File: src/hw/rtl/anti_mcmullen_escape_time_top_defines.svh
// ----------------------------------------------------------------------------
// Escape-time block assertion macros
// Shared assertion shorthands for the escape-time RTL.
// ----------------------------------------------------------------------------
`ifndef ANTI_MCMULLEN_ESCAPE_TIME_TOP_DEFINES_SVH
`define ANTI_MCMULLEN_ESCAPE_TIME_TOP_DEFINES_SVH

// same-cycle implication, sampled on clk, off during rst
`define AMET_ASSERT_SAME(lbl, pre, post) \
  lbl: assert property (@(posedge clk) disable iff (rst) (pre) |-> (post)) \
    else $error("same-cycle check failed");

// next-cycle implication, sampled on clk, off during rst
`define AMET_ASSERT_NEXT(lbl, pre, post) \
  lbl: assert property (@(posedge clk) disable iff (rst) (pre) |=> (post)) \
    else $error("next-cycle check failed");

`endif

File: src/hw/rtl/amet_pkg.sv
// ----------------------------------------------------------------------------
// amet_pkg
// Types, codes, constants and microprogram for the escape-time block.
// ----------------------------------------------------------------------------
package amet_pkg;

  localparam logic signed [63:0] FX_MAX   = 64'sh7FFF_FFFF_FFFF_FFFF;
  localparam logic signed [63:0] FX_MIN   = 64'sh8000_0000_0000_0000;
  localparam logic signed [63:0] ESC_NORM = 64'sh0064_0000_0000_0000;
  localparam logic [127:0]       RND_HALF = 128'h1 << 47;
  localparam logic [3:0]         MAX_EXPONENT = 4'd8;
  localparam logic [11:0]        EV_NONE = 12'hFFF;

  typedef logic [5:0] pc_t;
  localparam pc_t PC_LD_END   = 6'd3;
  localparam pc_t PC_NORM     = 6'd4;
  localparam pc_t PC_NORM_END = 6'd6;
  localparam pc_t PC_STEP     = 6'd7;
  localparam pc_t PC_LOOP     = 6'd15;
  localparam pc_t PC_LOOP_END = 6'd25;
  localparam pc_t PC_STEP_END = 6'd38;

  typedef enum logic [2:0] {
    REG_C_REAL = 3'd0, REG_C_IMAG = 3'd1, REG_EXP_N = 3'd2,
    REG_EXP_M = 3'd3, REG_MAX_IT = 3'd4
  } reg_idx_t;

  typedef enum logic [3:0] {
    OP_NOP, OP_LD, OP_MOV, OP_NEG, OP_ADD, OP_SUB, OP_MUL, OP_DIV,
    OP_MOVN, OP_MOVM, OP_LOOP
  } op_t;

  typedef enum logic [3:0] {
    R_XR, R_XI, R_CR, R_CI, R_PR, R_PI, R_Y1R, R_Y1I,
    R_Y2R, R_Y2I, R_KR, R_KI, R_T0, R_T1, R_T2, R_T3
  } rsel_t;

  typedef enum logic [1:0] {LD_C_RE, LD_C_IM, LD_PT_RE, LD_PT_IM} ld_t;

  typedef struct packed {
    op_t   op;
    rsel_t dst;
    rsel_t a;
    rsel_t b;
    ld_t   ld;
  } instr_t;

  typedef struct packed {
    logic  start;
    logic  capture;
    op_t   op;
    rsel_t dst;
    rsel_t a;
    rsel_t b;
    ld_t   ld;
  } dp_cmd_t;

  typedef struct packed {
    logic done;
    logic sat;
    logic big;
  } dp_stat_t;

  typedef struct packed {
    logic        load;
    logic        mode;
    logic [11:0] ev;
  } res_t;

  // microprogram: load, norm, then one map step
  function automatic instr_t amet_rom(pc_t pc);
    instr_t r;
    r = '{OP_NOP, R_T0, R_T0, R_T0, LD_C_RE};
    unique case (pc)
      6'd0:  r = '{OP_LD,   R_KR,  R_T0,  R_T0,  LD_C_RE};
      6'd1:  r = '{OP_LD,   R_KI,  R_T0,  R_T0,  LD_C_IM};
      6'd2:  r = '{OP_LD,   R_XR,  R_T0,  R_T0,  LD_PT_RE};
      6'd3:  r = '{OP_LD,   R_XI,  R_T0,  R_T0,  LD_PT_IM};
      6'd4:  r = '{OP_MUL,  R_T0,  R_XR,  R_XR,  LD_C_RE};
      6'd5:  r = '{OP_MUL,  R_T1,  R_XI,  R_XI,  LD_C_RE};
      6'd6:  r = '{OP_ADD,  R_T2,  R_T0,  R_T1,  LD_C_RE};
      6'd7:  r = '{OP_MOV,  R_CR,  R_XR,  R_T0,  LD_C_RE};
      6'd8:  r = '{OP_NEG,  R_CI,  R_XI,  R_T0,  LD_C_RE};
      6'd9:  r = '{OP_MOV,  R_PR,  R_CR,  R_T0,  LD_C_RE};
      6'd10: r = '{OP_MOV,  R_PI,  R_CI,  R_T0,  LD_C_RE};
      6'd11: r = '{OP_MOV,  R_Y1R, R_CR,  R_T0,  LD_C_RE};
      6'd12: r = '{OP_MOV,  R_Y1I, R_CI,  R_T0,  LD_C_RE};
      6'd13: r = '{OP_MOV,  R_Y2R, R_CR,  R_T0,  LD_C_RE};
      6'd14: r = '{OP_MOV,  R_Y2I, R_CI,  R_T0,  LD_C_RE};
      6'd15: r = '{OP_LOOP, R_T0,  R_T0,  R_T0,  LD_C_RE};
      6'd16: r = '{OP_MUL,  R_T0,  R_PR,  R_CR,  LD_C_RE};
      6'd17: r = '{OP_MUL,  R_T1,  R_PI,  R_CI,  LD_C_RE};
      6'd18: r = '{OP_MUL,  R_T2,  R_PR,  R_CI,  LD_C_RE};
      6'd19: r = '{OP_MUL,  R_T3,  R_PI,  R_CR,  LD_C_RE};
      6'd20: r = '{OP_SUB,  R_PR,  R_T0,  R_T1,  LD_C_RE};
      6'd21: r = '{OP_ADD,  R_PI,  R_T2,  R_T3,  LD_C_RE};
      6'd22: r = '{OP_MOVN, R_Y1R, R_PR,  R_T0,  LD_C_RE};
      6'd23: r = '{OP_MOVN, R_Y1I, R_PI,  R_T0,  LD_C_RE};
      6'd24: r = '{OP_MOVM, R_Y2R, R_PR,  R_T0,  LD_C_RE};
      6'd25: r = '{OP_MOVM, R_Y2I, R_PI,  R_T0,  LD_C_RE};
      6'd26: r = '{OP_MUL,  R_T0,  R_KR,  R_Y2R, LD_C_RE};
      6'd27: r = '{OP_MUL,  R_T1,  R_KI,  R_Y2I, LD_C_RE};
      6'd28: r = '{OP_ADD,  R_T2,  R_T0,  R_T1,  LD_C_RE};
      6'd29: r = '{OP_MUL,  R_T0,  R_KI,  R_Y2R, LD_C_RE};
      6'd30: r = '{OP_MUL,  R_T1,  R_KR,  R_Y2I, LD_C_RE};
      6'd31: r = '{OP_SUB,  R_T3,  R_T0,  R_T1,  LD_C_RE};
      6'd32: r = '{OP_MUL,  R_T0,  R_Y2R, R_Y2R, LD_C_RE};
      6'd33: r = '{OP_MUL,  R_T1,  R_Y2I, R_Y2I, LD_C_RE};
      6'd34: r = '{OP_ADD,  R_PR,  R_T0,  R_T1,  LD_C_RE};
      6'd35: r = '{OP_DIV,  R_T0,  R_T2,  R_PR,  LD_C_RE};
      6'd36: r = '{OP_ADD,  R_XR,  R_Y1R, R_T0,  LD_C_RE};
      6'd37: r = '{OP_DIV,  R_T0,  R_T3,  R_PR,  LD_C_RE};
      6'd38: r = '{OP_ADD,  R_XI,  R_Y1I, R_T0,  LD_C_RE};
      default: r = '{OP_NOP, R_T0, R_T0, R_T0, LD_C_RE};
    endcase
    return r;
  endfunction

endpackage

File: src/hw/rtl/amet_ctrl.sv
// ----------------------------------------------------------------------------
// amet_ctrl
// Microprogram sequencer: iteration count, power loop, escape decision.
// ----------------------------------------------------------------------------
`include "anti_mcmullen_escape_time_top_defines.svh"

module amet_ctrl import amet_pkg::*; (
  input  logic       clk,
  input  logic       rst,
  input  logic       in_valid,
  input  logic       in_mode,
  output logic       in_ready,
  input  logic       out_busy,
  input  logic [3:0] exp_n,
  input  logic [3:0] exp_m,
  input  logic [9:0] max_it,
  input  dp_stat_t   stat,
  output dp_cmd_t    cmd,
  output res_t       res
);

  typedef enum logic [3:0] {
    S_IDLE = 4'b0001, S_ISSUE = 4'b0010, S_WAIT = 4'b0100, S_DONE = 4'b1000
  } state_t;

  state_t      state, state_next;
  pc_t         pc, pc_next, pc_adv;
  logic [9:0]  iter, iter_next, iter_adv;
  logic [3:0]  j, j_next, j_adv;
  logic [11:0] ev, ev_next, ev_adv;
  logic        mode;
  logic        fin, skip, adv, accept;
  logic [3:0]  n, m, top;
  instr_t      ins;

  assign n   = (exp_n == 4'd0) ? 4'd1 : (exp_n > MAX_EXPONENT) ? MAX_EXPONENT : exp_n;
  assign m   = (exp_m == 4'd0) ? 4'd1 : (exp_m > MAX_EXPONENT) ? MAX_EXPONENT : exp_m;
  assign top = (n > m) ? n : m;
  assign ins = amet_rom(pc);

  assign skip = (ins.op == OP_LOOP) ||
                (ins.op == OP_MOVN && j + 4'd1 != n) ||
                (ins.op == OP_MOVM && j + 4'd1 != m);

  assign in_ready = (state == S_IDLE);
  assign accept   = in_valid && in_ready;

  always_comb begin
    cmd.start   = (state == S_ISSUE) && !skip;
    cmd.capture = accept;
    cmd.op      = (ins.op == OP_MOVN || ins.op == OP_MOVM) ? OP_MOV : ins.op;
    cmd.dst     = ins.dst;
    cmd.a       = ins.a;
    cmd.b       = ins.b;
    cmd.ld      = ins.ld;
  end

  // sequencing after an instruction completes
  always_comb begin
    fin      = 1'b0;
    pc_adv   = pc + 6'd1;
    j_adv    = j;
    iter_adv = iter;
    ev_adv   = ev;
    priority if (pc == PC_LD_END && mode) begin
      pc_adv = PC_STEP;
      j_adv  = 4'd1;
    end else if (pc == PC_NORM_END) begin
      if (iter < max_it && !(stat.sat || stat.big)) begin
        pc_adv = PC_STEP;
        j_adv  = 4'd1;
      end else begin
        fin    = 1'b1;
        ev_adv = (iter < max_it) ? {1'b0, iter, 1'b0} : EV_NONE;
      end
    end else if (pc == PC_LOOP) begin
      if (j >= top) pc_adv = PC_LOOP_END + 6'd1;
    end else if (pc == PC_LOOP_END) begin
      j_adv  = j + 4'd1;
      pc_adv = PC_LOOP;
    end else if (pc == PC_STEP_END) begin
      if (mode) begin
        fin    = 1'b1;
        ev_adv = '0;
      end else begin
        iter_adv = iter + 10'd1;
        pc_adv   = PC_NORM;
      end
    end
  end

  assign adv = (state == S_ISSUE && skip) || (state == S_WAIT && stat.done);

  always_comb begin
    state_next = state;
    pc_next    = pc;
    iter_next  = iter;
    j_next     = j;
    ev_next    = ev;
    res.load   = 1'b0;
    if (adv) begin
      pc_next   = pc_adv;
      iter_next = iter_adv;
      j_next    = j_adv;
      ev_next   = ev_adv;
    end
    unique case (state)
      S_IDLE: if (accept) begin
        state_next = S_ISSUE;
        pc_next    = '0;
        iter_next  = '0;
      end
      S_ISSUE: begin
        if (!skip) state_next = S_WAIT;
        else if (fin) state_next = S_DONE;
      end
      S_WAIT: if (stat.done) state_next = fin ? S_DONE : S_ISSUE;
      S_DONE: if (!out_busy) begin
        res.load   = 1'b1;
        state_next = S_IDLE;
      end
      default: state_next = S_IDLE;
    endcase
  end

  assign res.mode = mode;
  assign res.ev   = ev;

  always_ff @(posedge clk) begin
    if (rst) begin
      state <= S_IDLE;
      pc    <= '0;
      iter  <= '0;
      j     <= 4'd1;
      ev    <= '0;
    end else begin
      state <= state_next;
      pc    <= pc_next;
      iter  <= iter_next;
      j     <= j_next;
      ev    <= ev_next;
    end
  end

  always_ff @(posedge clk) begin
    if (accept) mode <= in_mode;
  end

  `AMET_ASSERT_SAME(a_start_in_issue, cmd.start, state == S_ISSUE)
  `AMET_ASSERT_SAME(a_done_in_wait, stat.done, state == S_WAIT)
  `AMET_ASSERT_NEXT(a_accept_issues, accept, state == S_ISSUE && pc == '0)
  `AMET_ASSERT_SAME(a_load_free, res.load, !out_busy && state == S_DONE)

endmodule

File: config.mk
export PLATFORM = sky130hd
export DESIGN_NAME = amet_ctrl
export DESIGN_NICKNAME = d
export VERILOG_FILES = /design/src/hw/rtl/amet_pkg.sv /design/src/hw/rtl/amet_ctrl.sv
export VERILOG_INCLUDE_DIRS = /design/src /design/src/hw/rtl
export SDC_FILE = /design/constraint.sdc
export NUM_CORES = 1
export LEC_CHECK = 0
export ABC_CLOCK_PERIOD_IN_PS = 10300
export BUFFER_PORTS_ARGS = -buffer_cell sky130_fd_sc_hd__buf_2
export CAP_MARGIN = 20
export CORE_UTILIZATION = 50
export CTS_CLUSTER_SIZE = 12
export DETAILED_ROUTE_END_ITERATION = 6
export PLACE_DENSITY = 0.71
export SLEW_MARGIN = 20
export SYNTH_ARGS = -nofsm -noshare
export SYNTH_HDL_FRONTEND = slang
export SYNTH_SLANG_ARGS = --single-unit
File: constraint.sdc
create_clock -name clk -period 10.3 [get_ports clk]
set_input_delay 2.06 -clock clk [delete_from_list [all_inputs] [get_ports clk]]
set_output_delay 2.06 -clock clk [all_outputs]
set_load 0.05 [all_outputs]
## Yosys cells after proc, flatten, opt, wreduce, memory -nomap -nowiden

Memories as Yosys holds them, arrays and structs flattened. A register that Yosys moved wholly into a read port is not among the register bits.
Index checks and enable logic that the tools add are counted.

| storage, ports and cells | value |
|---|---|
| flip-flop bits (word level) | 37 |
| bits in read-only memories | 1,152 |
| input port bits | 26 |
| output and inout bits | 35 |
| logic and storage cells | 117 |
| memories kept | 1 |

| operators by class | value |
|---|---|
| add/subtract/negate cells | 3 |
| $lt $le $gt $ge | 5 |
| equality and inequality tests | 23 |
| multiplexer cells | 55 |
| bitwise logic cells | 1 |
| reductions and logical operators | 23 |

Memory list:

| memory | words | bits a word | read ports | clocked after memory_dff | wr ports | line | text |
|---|---|---|---|---|---|---|---|
| (name not given) | 64 | 18 | 1 | 1 | 0 | amet_pkg.sv:74 | `unique case (pc)` |

Operators by type and width:

| cell | count |
|---|---|
| 2-to-1 mux 10 bit | 9 |
| 2-to-1 mux 12 bit | 7 |
| 2-to-1 mux 6 bit | 12 |
| 2-to-1 mux 4 bit | 17 |
| == test 4 bit (second input constant) | 4 |
| one-hot mux 4 bit (4 select lines) | 1 |
| adder 10 x 1 -> 10 bit (second input constant) | 1 |
| < comparator 10 bit | 1 |
| != test 2 bit (second input constant) | 5 |
| 2-to-1 mux 1 bit | 9 |
| > comparator 4 bit (second input constant) | 2 |
| logical AND 1 bit | 8 |
| logical NOT 4 bit | 2 |
| != test 4 bit | 2 |
| AND reduction 4 bit | 2 |
| AND reduction 7 bit | 1 |
| adder 6 x 1 -> 6 bit (second input constant) | 1 |
| == test 6 x 2 -> 1 bit (second input constant) | 1 |
| == test 6 x 3 -> 1 bit (second input constant) | 1 |
| == test 6 x 4 -> 1 bit (second input constant) | 1 |
| == test 6 x 5 -> 1 bit (second input constant) | 1 |
| == test 6 bit (second input constant) | 1 |
| != test 3 bit (second input constant) | 2 |
| logical OR 1 bit | 5 |
| 12 further kinds | 14 |

## Depth between registers and ports, before layout

| logic depth | value |
|---|---|
| depth after elaboration | 14 |
| depth in mapped cells | 24 |
| mapped depth without buffers | 24 |

## Worst setup path before layout

OpenSTA, ideal clock, no wires.

| timing | value |
|---|---|
| path type | in2reg |
| start point | input exp_m[1] |
| end point | register ins[15] (netlist name) |
| setup time | 0.127 ns |
| arrival | 6.454 ns |
| data required time | 10.173 ns |
| setup slack | 3.719 ns |
| stages | 23 |
| buffers on the path | 0 |
| cell sequence | or2_1 > a21oi_2 > ha_1 > nor2b_1 > o21ai_0 > nand2b_1 > a21oi_1 > a41o_1 > o21ai_0 > ha_1 > nand2b_1 > a2111oi_0 > or4b_1 > nand2_1 > a221oi_1 > nand2_1 > o21ai_1 > inv_1 > ha_1 > and2_1 > o21ai_1 > a311oi_1 > or3_1 |

| between the ends | value |
|---|---|
| longest elaborated chain between the ends | 14 |
| elaborated cells between the ends (all ways) | 20 |
| those cells by class | order compare: 3; eq/ne: 1; mux: 11; reduce/logical: 5 |

RTL lines:

| item | line | text |
|---|---|---|
| start: declaration | amet_ctrl.sv:15 | `input logic [3:0] exp_m,` |
| > comparator 4 bit | amet_ctrl.sv:37 | `assign m = (exp_m == 4'd0) ? 4'd1 : (exp_m > MAX_EXPONENT) ? MAX_EXPONENT : exp_m;` |
| 2-to-1 mux 4 bit | amet_ctrl.sv:37 |  |
| 2-to-1 mux 4 bit * | amet_ctrl.sv:37 |  |
| > comparator 4 bit | amet_ctrl.sv:38 | `assign top = (n > m) ? n : m;` |
| 2-to-1 mux 4 bit | amet_ctrl.sv:38 |  |
| greater-or-equal comparator 4 bit | amet_ctrl.sv:77 | `if (j >= top) pc_adv = PC_LOOP_END + 6'd1;` |
| 2-to-1 mux 6 bit | amet_ctrl.sv:77 |  |
| 2-to-1 mux 6 bit | amet_ctrl.sv:76 | `end else if (pc == PC_LOOP) begin` |
| 2-to-1 mux 6 bit | amet_ctrl.sv:68 | `end else if (pc == PC_NORM_END) begin` |
| 2-to-1 mux 6 bit | amet_ctrl.sv:65 | `priority if (pc == PC_LD_END && mode) begin` |
| 2-to-1 mux 6 bit * | amet_ctrl.sv:101 | `if (adv) begin` |
| 2-to-1 mux 6 bit | amet_ctrl.sv:108 | `S_IDLE: if (accept) begin` |
| 2-to-1 mux 6 bit * | amet_ctrl.sv:107 | `unique case (state)` |
| 2-to-1 mux 6 bit (no source line) * | n/a |  |

Mark *: on every way between the ends. The rest lies on a longest branch, timed or not.
A chain may end at the register's enable or synchronous reset.

## Worst setup path after layout

| timing | value |
|---|---|
| start point | input exp_m[1] |
| end point | register ins[15] (netlist name) |

| between the ends | value |
|---|---|
| longest elaborated chain between the ends | 14 |
| elaborated cells between the ends (all ways) | 20 |
| those cells by class | order compare: 3; eq/ne: 1; mux: 11; reduce/logical: 5 |

RTL lines:

| item | line |
|---|---|
| > comparator 4 bit | amet_ctrl.sv:37 |
| 2-to-1 mux 4 bit | amet_ctrl.sv:37 |
| 2-to-1 mux 4 bit * | amet_ctrl.sv:37 |
| > comparator 4 bit | amet_ctrl.sv:38 |
| 2-to-1 mux 4 bit | amet_ctrl.sv:38 |
| greater-or-equal comparator 4 bit | amet_ctrl.sv:77 |
| 2-to-1 mux 6 bit | amet_ctrl.sv:77 |
| 2-to-1 mux 6 bit | amet_ctrl.sv:76 |
| 2-to-1 mux 6 bit | amet_ctrl.sv:68 |
| 2-to-1 mux 6 bit | amet_ctrl.sv:65 |
| 2-to-1 mux 6 bit * | amet_ctrl.sv:101 |
| 2-to-1 mux 6 bit | amet_ctrl.sv:108 |
| 2-to-1 mux 6 bit * | amet_ctrl.sv:107 |
| 2-to-1 mux 6 bit (no source line) * | n/a |

Marked as above.

==> metrics.md <==
| Metric | Value |
|---|---|
| Status | finished, final reports clean |
| Final Wtd Congestion | 0.9283 |
| Post-Syn Nets | 578 |
| Sequential cell fraction of total power | 47.5% |
| Max stage delay on crit path | 0.62 ns |
| Routed wire length | 9494 µm |
| H-Tree Level Count | 2 |
| CTS tree | built |
| Adder-cell area share of the yosys netlist | 10.40% |
| Global-route wire length before repair | 16150 µm |
| Antenna-violating nets left | 0 |
| Global route overflow | 0 |
| Max Root-Sink Buffers | 2 |
| Hold Vio Cnt, Final | 0 |
| Most frequent cells in the layout | nor2_1 (71), buf_2 (60), dfxtp_1 (53) |
| Area Overhead vs Synth | 8.262% |
| Rel. slew slack | 40.81% |
| Clock sink count | 54 |
| Final setup fails | 0 |
| Pwr per Cell Area | 103.9 mW/mm² |
| Post-synthesis sequential area ratio | 26.68% |
| Post-synthesis area per instance | 7.894 µm² |
| Core ar. | 0.007807 mm² |
| I/O pin count | 61 |
| Setup_tns | 0 ns |
| Worst path cell trace | buf_2 -> or2_1 -> a21oi_2 -> ha_1 -> nor2b_1 -> o21ai_0 -> nand2b_1 -> a21oi_1 -> a41o_1 -> o21ai_0 -> ha_1 -> nand2b_1 -> a2111oi_0 -> or4b_1 -> nand2_1 -> a221oi_1 -> nand2_1 -> o21ai_1 -> inv_1 -> ha_1 -> and2_1 -> o21ai_1 -> a311oi_1 -> or3_1 |
| Commonest non-fill, non-tap cell in the layout | nor2_1 |
| Simple-Gate Fraction of Synth Area | 25.92% |
| CP Max Fanout | 11 |
| Via-to-Cell Ratio | 5.797 |
| TritonRoute pass-1 iters | 5 |
| CTS root buffer | clkbuf_8 |
| Net Switching | 121.0 µW |
| Initial Util | 52.37% |
| Largest family of logic cells by synthesized area | simple AND/OR/NAND/NOR gates |
| Count of cell types in the netlist | 75 |
| Filler cells | 703 |
| Ys flop type | dfxtp_1 |
| Share of cells above drive strength 1 | 17.00% |
| Core Rows | 32 |
| Switching share of power | 26.30% |
| Startpoint types | input port |
| Synth top area cells | dfxtp_1 (26%), ha_1 (10%), nor2_1 (6.5%), nand2_1 (4.1%), a21oi_1 (4.0%) |
| Compound-cell area share of the yosys netlist | 20.44% |
| Fin. max-slew vios | 0 |
| Setup Crit Path Kind | input port to register |
| Fmax | 140.3 MHz |
| HP Class | register to register |
| Synth Instances | 518 |
| Peak VDD IR | 0.07442 mV |
| Die Ht | 92.43 µm |
| Max-Cap Viols | 0 |
| RSZ-0062 raised after global routing | false |
| Lkg Pwr | 0.001897 µW |
| Worst endpoint data arrival time | 7.33 ns |
| Multiplexer area fraction after synthesis | 3.886% |
| CP endpoint kind | register |
| Delay-heaviest family, CP | compound AO/OA/AOI/OAI gates |
| Crit path top cell by count | ha_1 |
| DRC Markers | 0 |
| Internal Power | 339.0 µW |
| Number of global-route vias before repair | 3468 |
| Worst Path Buf+Inv | 2 |
| Clock-pin transition on the worst setup and hold timing paths | 0.10 ns |
| CTS Buf Count | 5 |
| Hold Buf Count CTS | 0 |
| Worst Path Required | 10.50 ns |
| Port buffer count | 60 |
| CP max stage cell | o21ai_1 |
| Vias | 3762 |
| Synth Cell Area | 0.004089 mm² |
| HPWL after DPL | 7078 µm |
| Largest net degree at the start of global routing | 26 |
| Async SR Flop Fraction | 0% |
| Drt wl/cell | 14.63 µm |
| Fin nets | 606 |
| Starting DRT DRC Count | 217 |
| Total Routing Usage GR | 22.92% |
| Clock insertion delay at the later pin of the skew report | 0.31 ns |
| Post-route cell area | 0.004427 mm² |
| Clock Skew | 0.008600 ns |
| Setup Buffers After CTS | 0 |
| Die width | 92.43 µm |
| Clk network pwr share | 38.1% |
| Post-synth EDFFs | 1 |
| Antenna violations before repair | 0 |
| FF+latch count, synth | 54 |
| Fin crit share | 69.22% |
| Die area | 0.008543 mm² |
| Post_cts resized | 0 |
| Synth top area share | 25.95% |
| Synth Area in XOR/XNOR | 4.498% |
| Worst slew pin tran | 0.8830 ns |
| Yosys warning count | 0 |
| Post-DP Area | 0.004284 mm² |
| Synth area leader | dfxtp_1 |
| Ant. Diodes | 0 |
| Min cycle time layout | 7.130 ns |
| Logic pwr share | 14.4% |
-- state kept, by name, summed over array words and instances, names as in the netlist --
signal / count
ins: 18
pc: 6
j: 4
state: 4
mode: 1
iter: 10
ev: 11
-- final timing paths --
kind,start,to,slack [ns],depth (start not counted)
max,exp_m[1],ins[15]$_DFF_P_,3.17,24
min reg2reg,ev[6]$_SDFFE_PP0P_,ev[6]$_SDFFE_PP0P_,0.49,2
max reg2reg,j[0]$_SDFFE_PP1P_,ins[15]$_DFF_P_,5.56,14
min,ev[6]$_SDFFE_PP0P_,ev[6]$_SDFFE_PP0P_,0.49,2
-- per-stage QoR --
step	setup slack [ns]	total power [µW]	hold slack, ns	cells	utilization, %
floorplan	3.719	274.2	0.4845	518	-
global placement	3.145	288.5	0.4654	641	54.87
detailed placement	2.893	289.5	0.4725	641	54.87
CTS	3.217	464.5	0.4955	649	56.70
global route	2.647	479.4	0.5262	649	56.70
finish	3.170	460.0	0.4862	649	56.70
-- worst reg2reg max path, delay by kind of cell, from the launching register on --
family,cells,cell delay (ns)
buffers and inverters,1,0.21
adder cells (fa/ha/maj),2,0.65
XOR/XNOR,1,0.14
flip-flops,1,0.46
AO/OA/AOI/OAI,4,0.99
AND/OR/NAND/NOR,6,2.17
-- Yosys cell counts, types with 3 or more instances --
cell and number:
a31oi_1 5, inv_2 4, o211ai_1 4, and2_1 9, o31ai_1 5, and3_1 6, nand3_1 17, mux2i_1 8
ha_1 34, o21a_1 7, dfxtp_1 53, nor2b_1 6, nand4_1 3, nand2b_1 9, a211oi_1 7, buf_4 20
a21oi_1 33, or3_1 7, a311oi_1 3, nor2_1 71, nand3b_1 6, xnor2_1 10, inv_1 21, buf_1 4
or2_2 3, clkbuf_1 9, xor2_1 11, o22ai_1 4, buf_2 6, nor3_1 8, o21ai_0 14, o21ai_1 5
mux2_2 3, nor3b_1 3, a22oi_1 3, nand2_1 45
-- layout make-up --
type	instances	area, µm²	share of cell area, %
Tap cell	102	127.6	2.883
Clock inverter	2	60.06	1.357
Multi-Input combinational cell	399	2664	60.18
Sequential cell	54	1091	24.65
Clock buffer	6	82.58	1.865
Timing Repair Buffer	61	307.8	6.953
Inverter	25	93.84	2.120
-- power groups by stage --
stage | combinational, µW | clock [µW] | sequential (µW)
CTS | 66.6 | 179 | 218
finish | 66.3 | 175 | 218
floorplan | 52.3 | 0 | 222
detailed placement | 66.4 | 0 | 223
global placement | 65.3 | 0 | 223
global route | 73.2 | 187 | 219
-- metal layers --
layer / wire length, µm / up-vias / global-route usage [%]
met5: 0 / - / 0
met4: 128 / 0 / 6.771
met3: 466 / 14 / 2.709
met2: 4398 / 129 / 37.16
met1: 4500 / 1742 / 31.77
li1: - / 1877 / -
-- cell families (layout without fill, tap and decap cells) --
kind of cell               count (synthesis)  count (layout)
buffers and inverters                     65              94
muxes                                     13              13
DFF                                       54              54
AOI/OAI and AO/OA                        120             120
adders and majority gates                 34              34
and+or+nand+nor                          211             211
xor gates and xnor gates                  21              21
No activity file was read; power rests on OpenSTA's default activity.
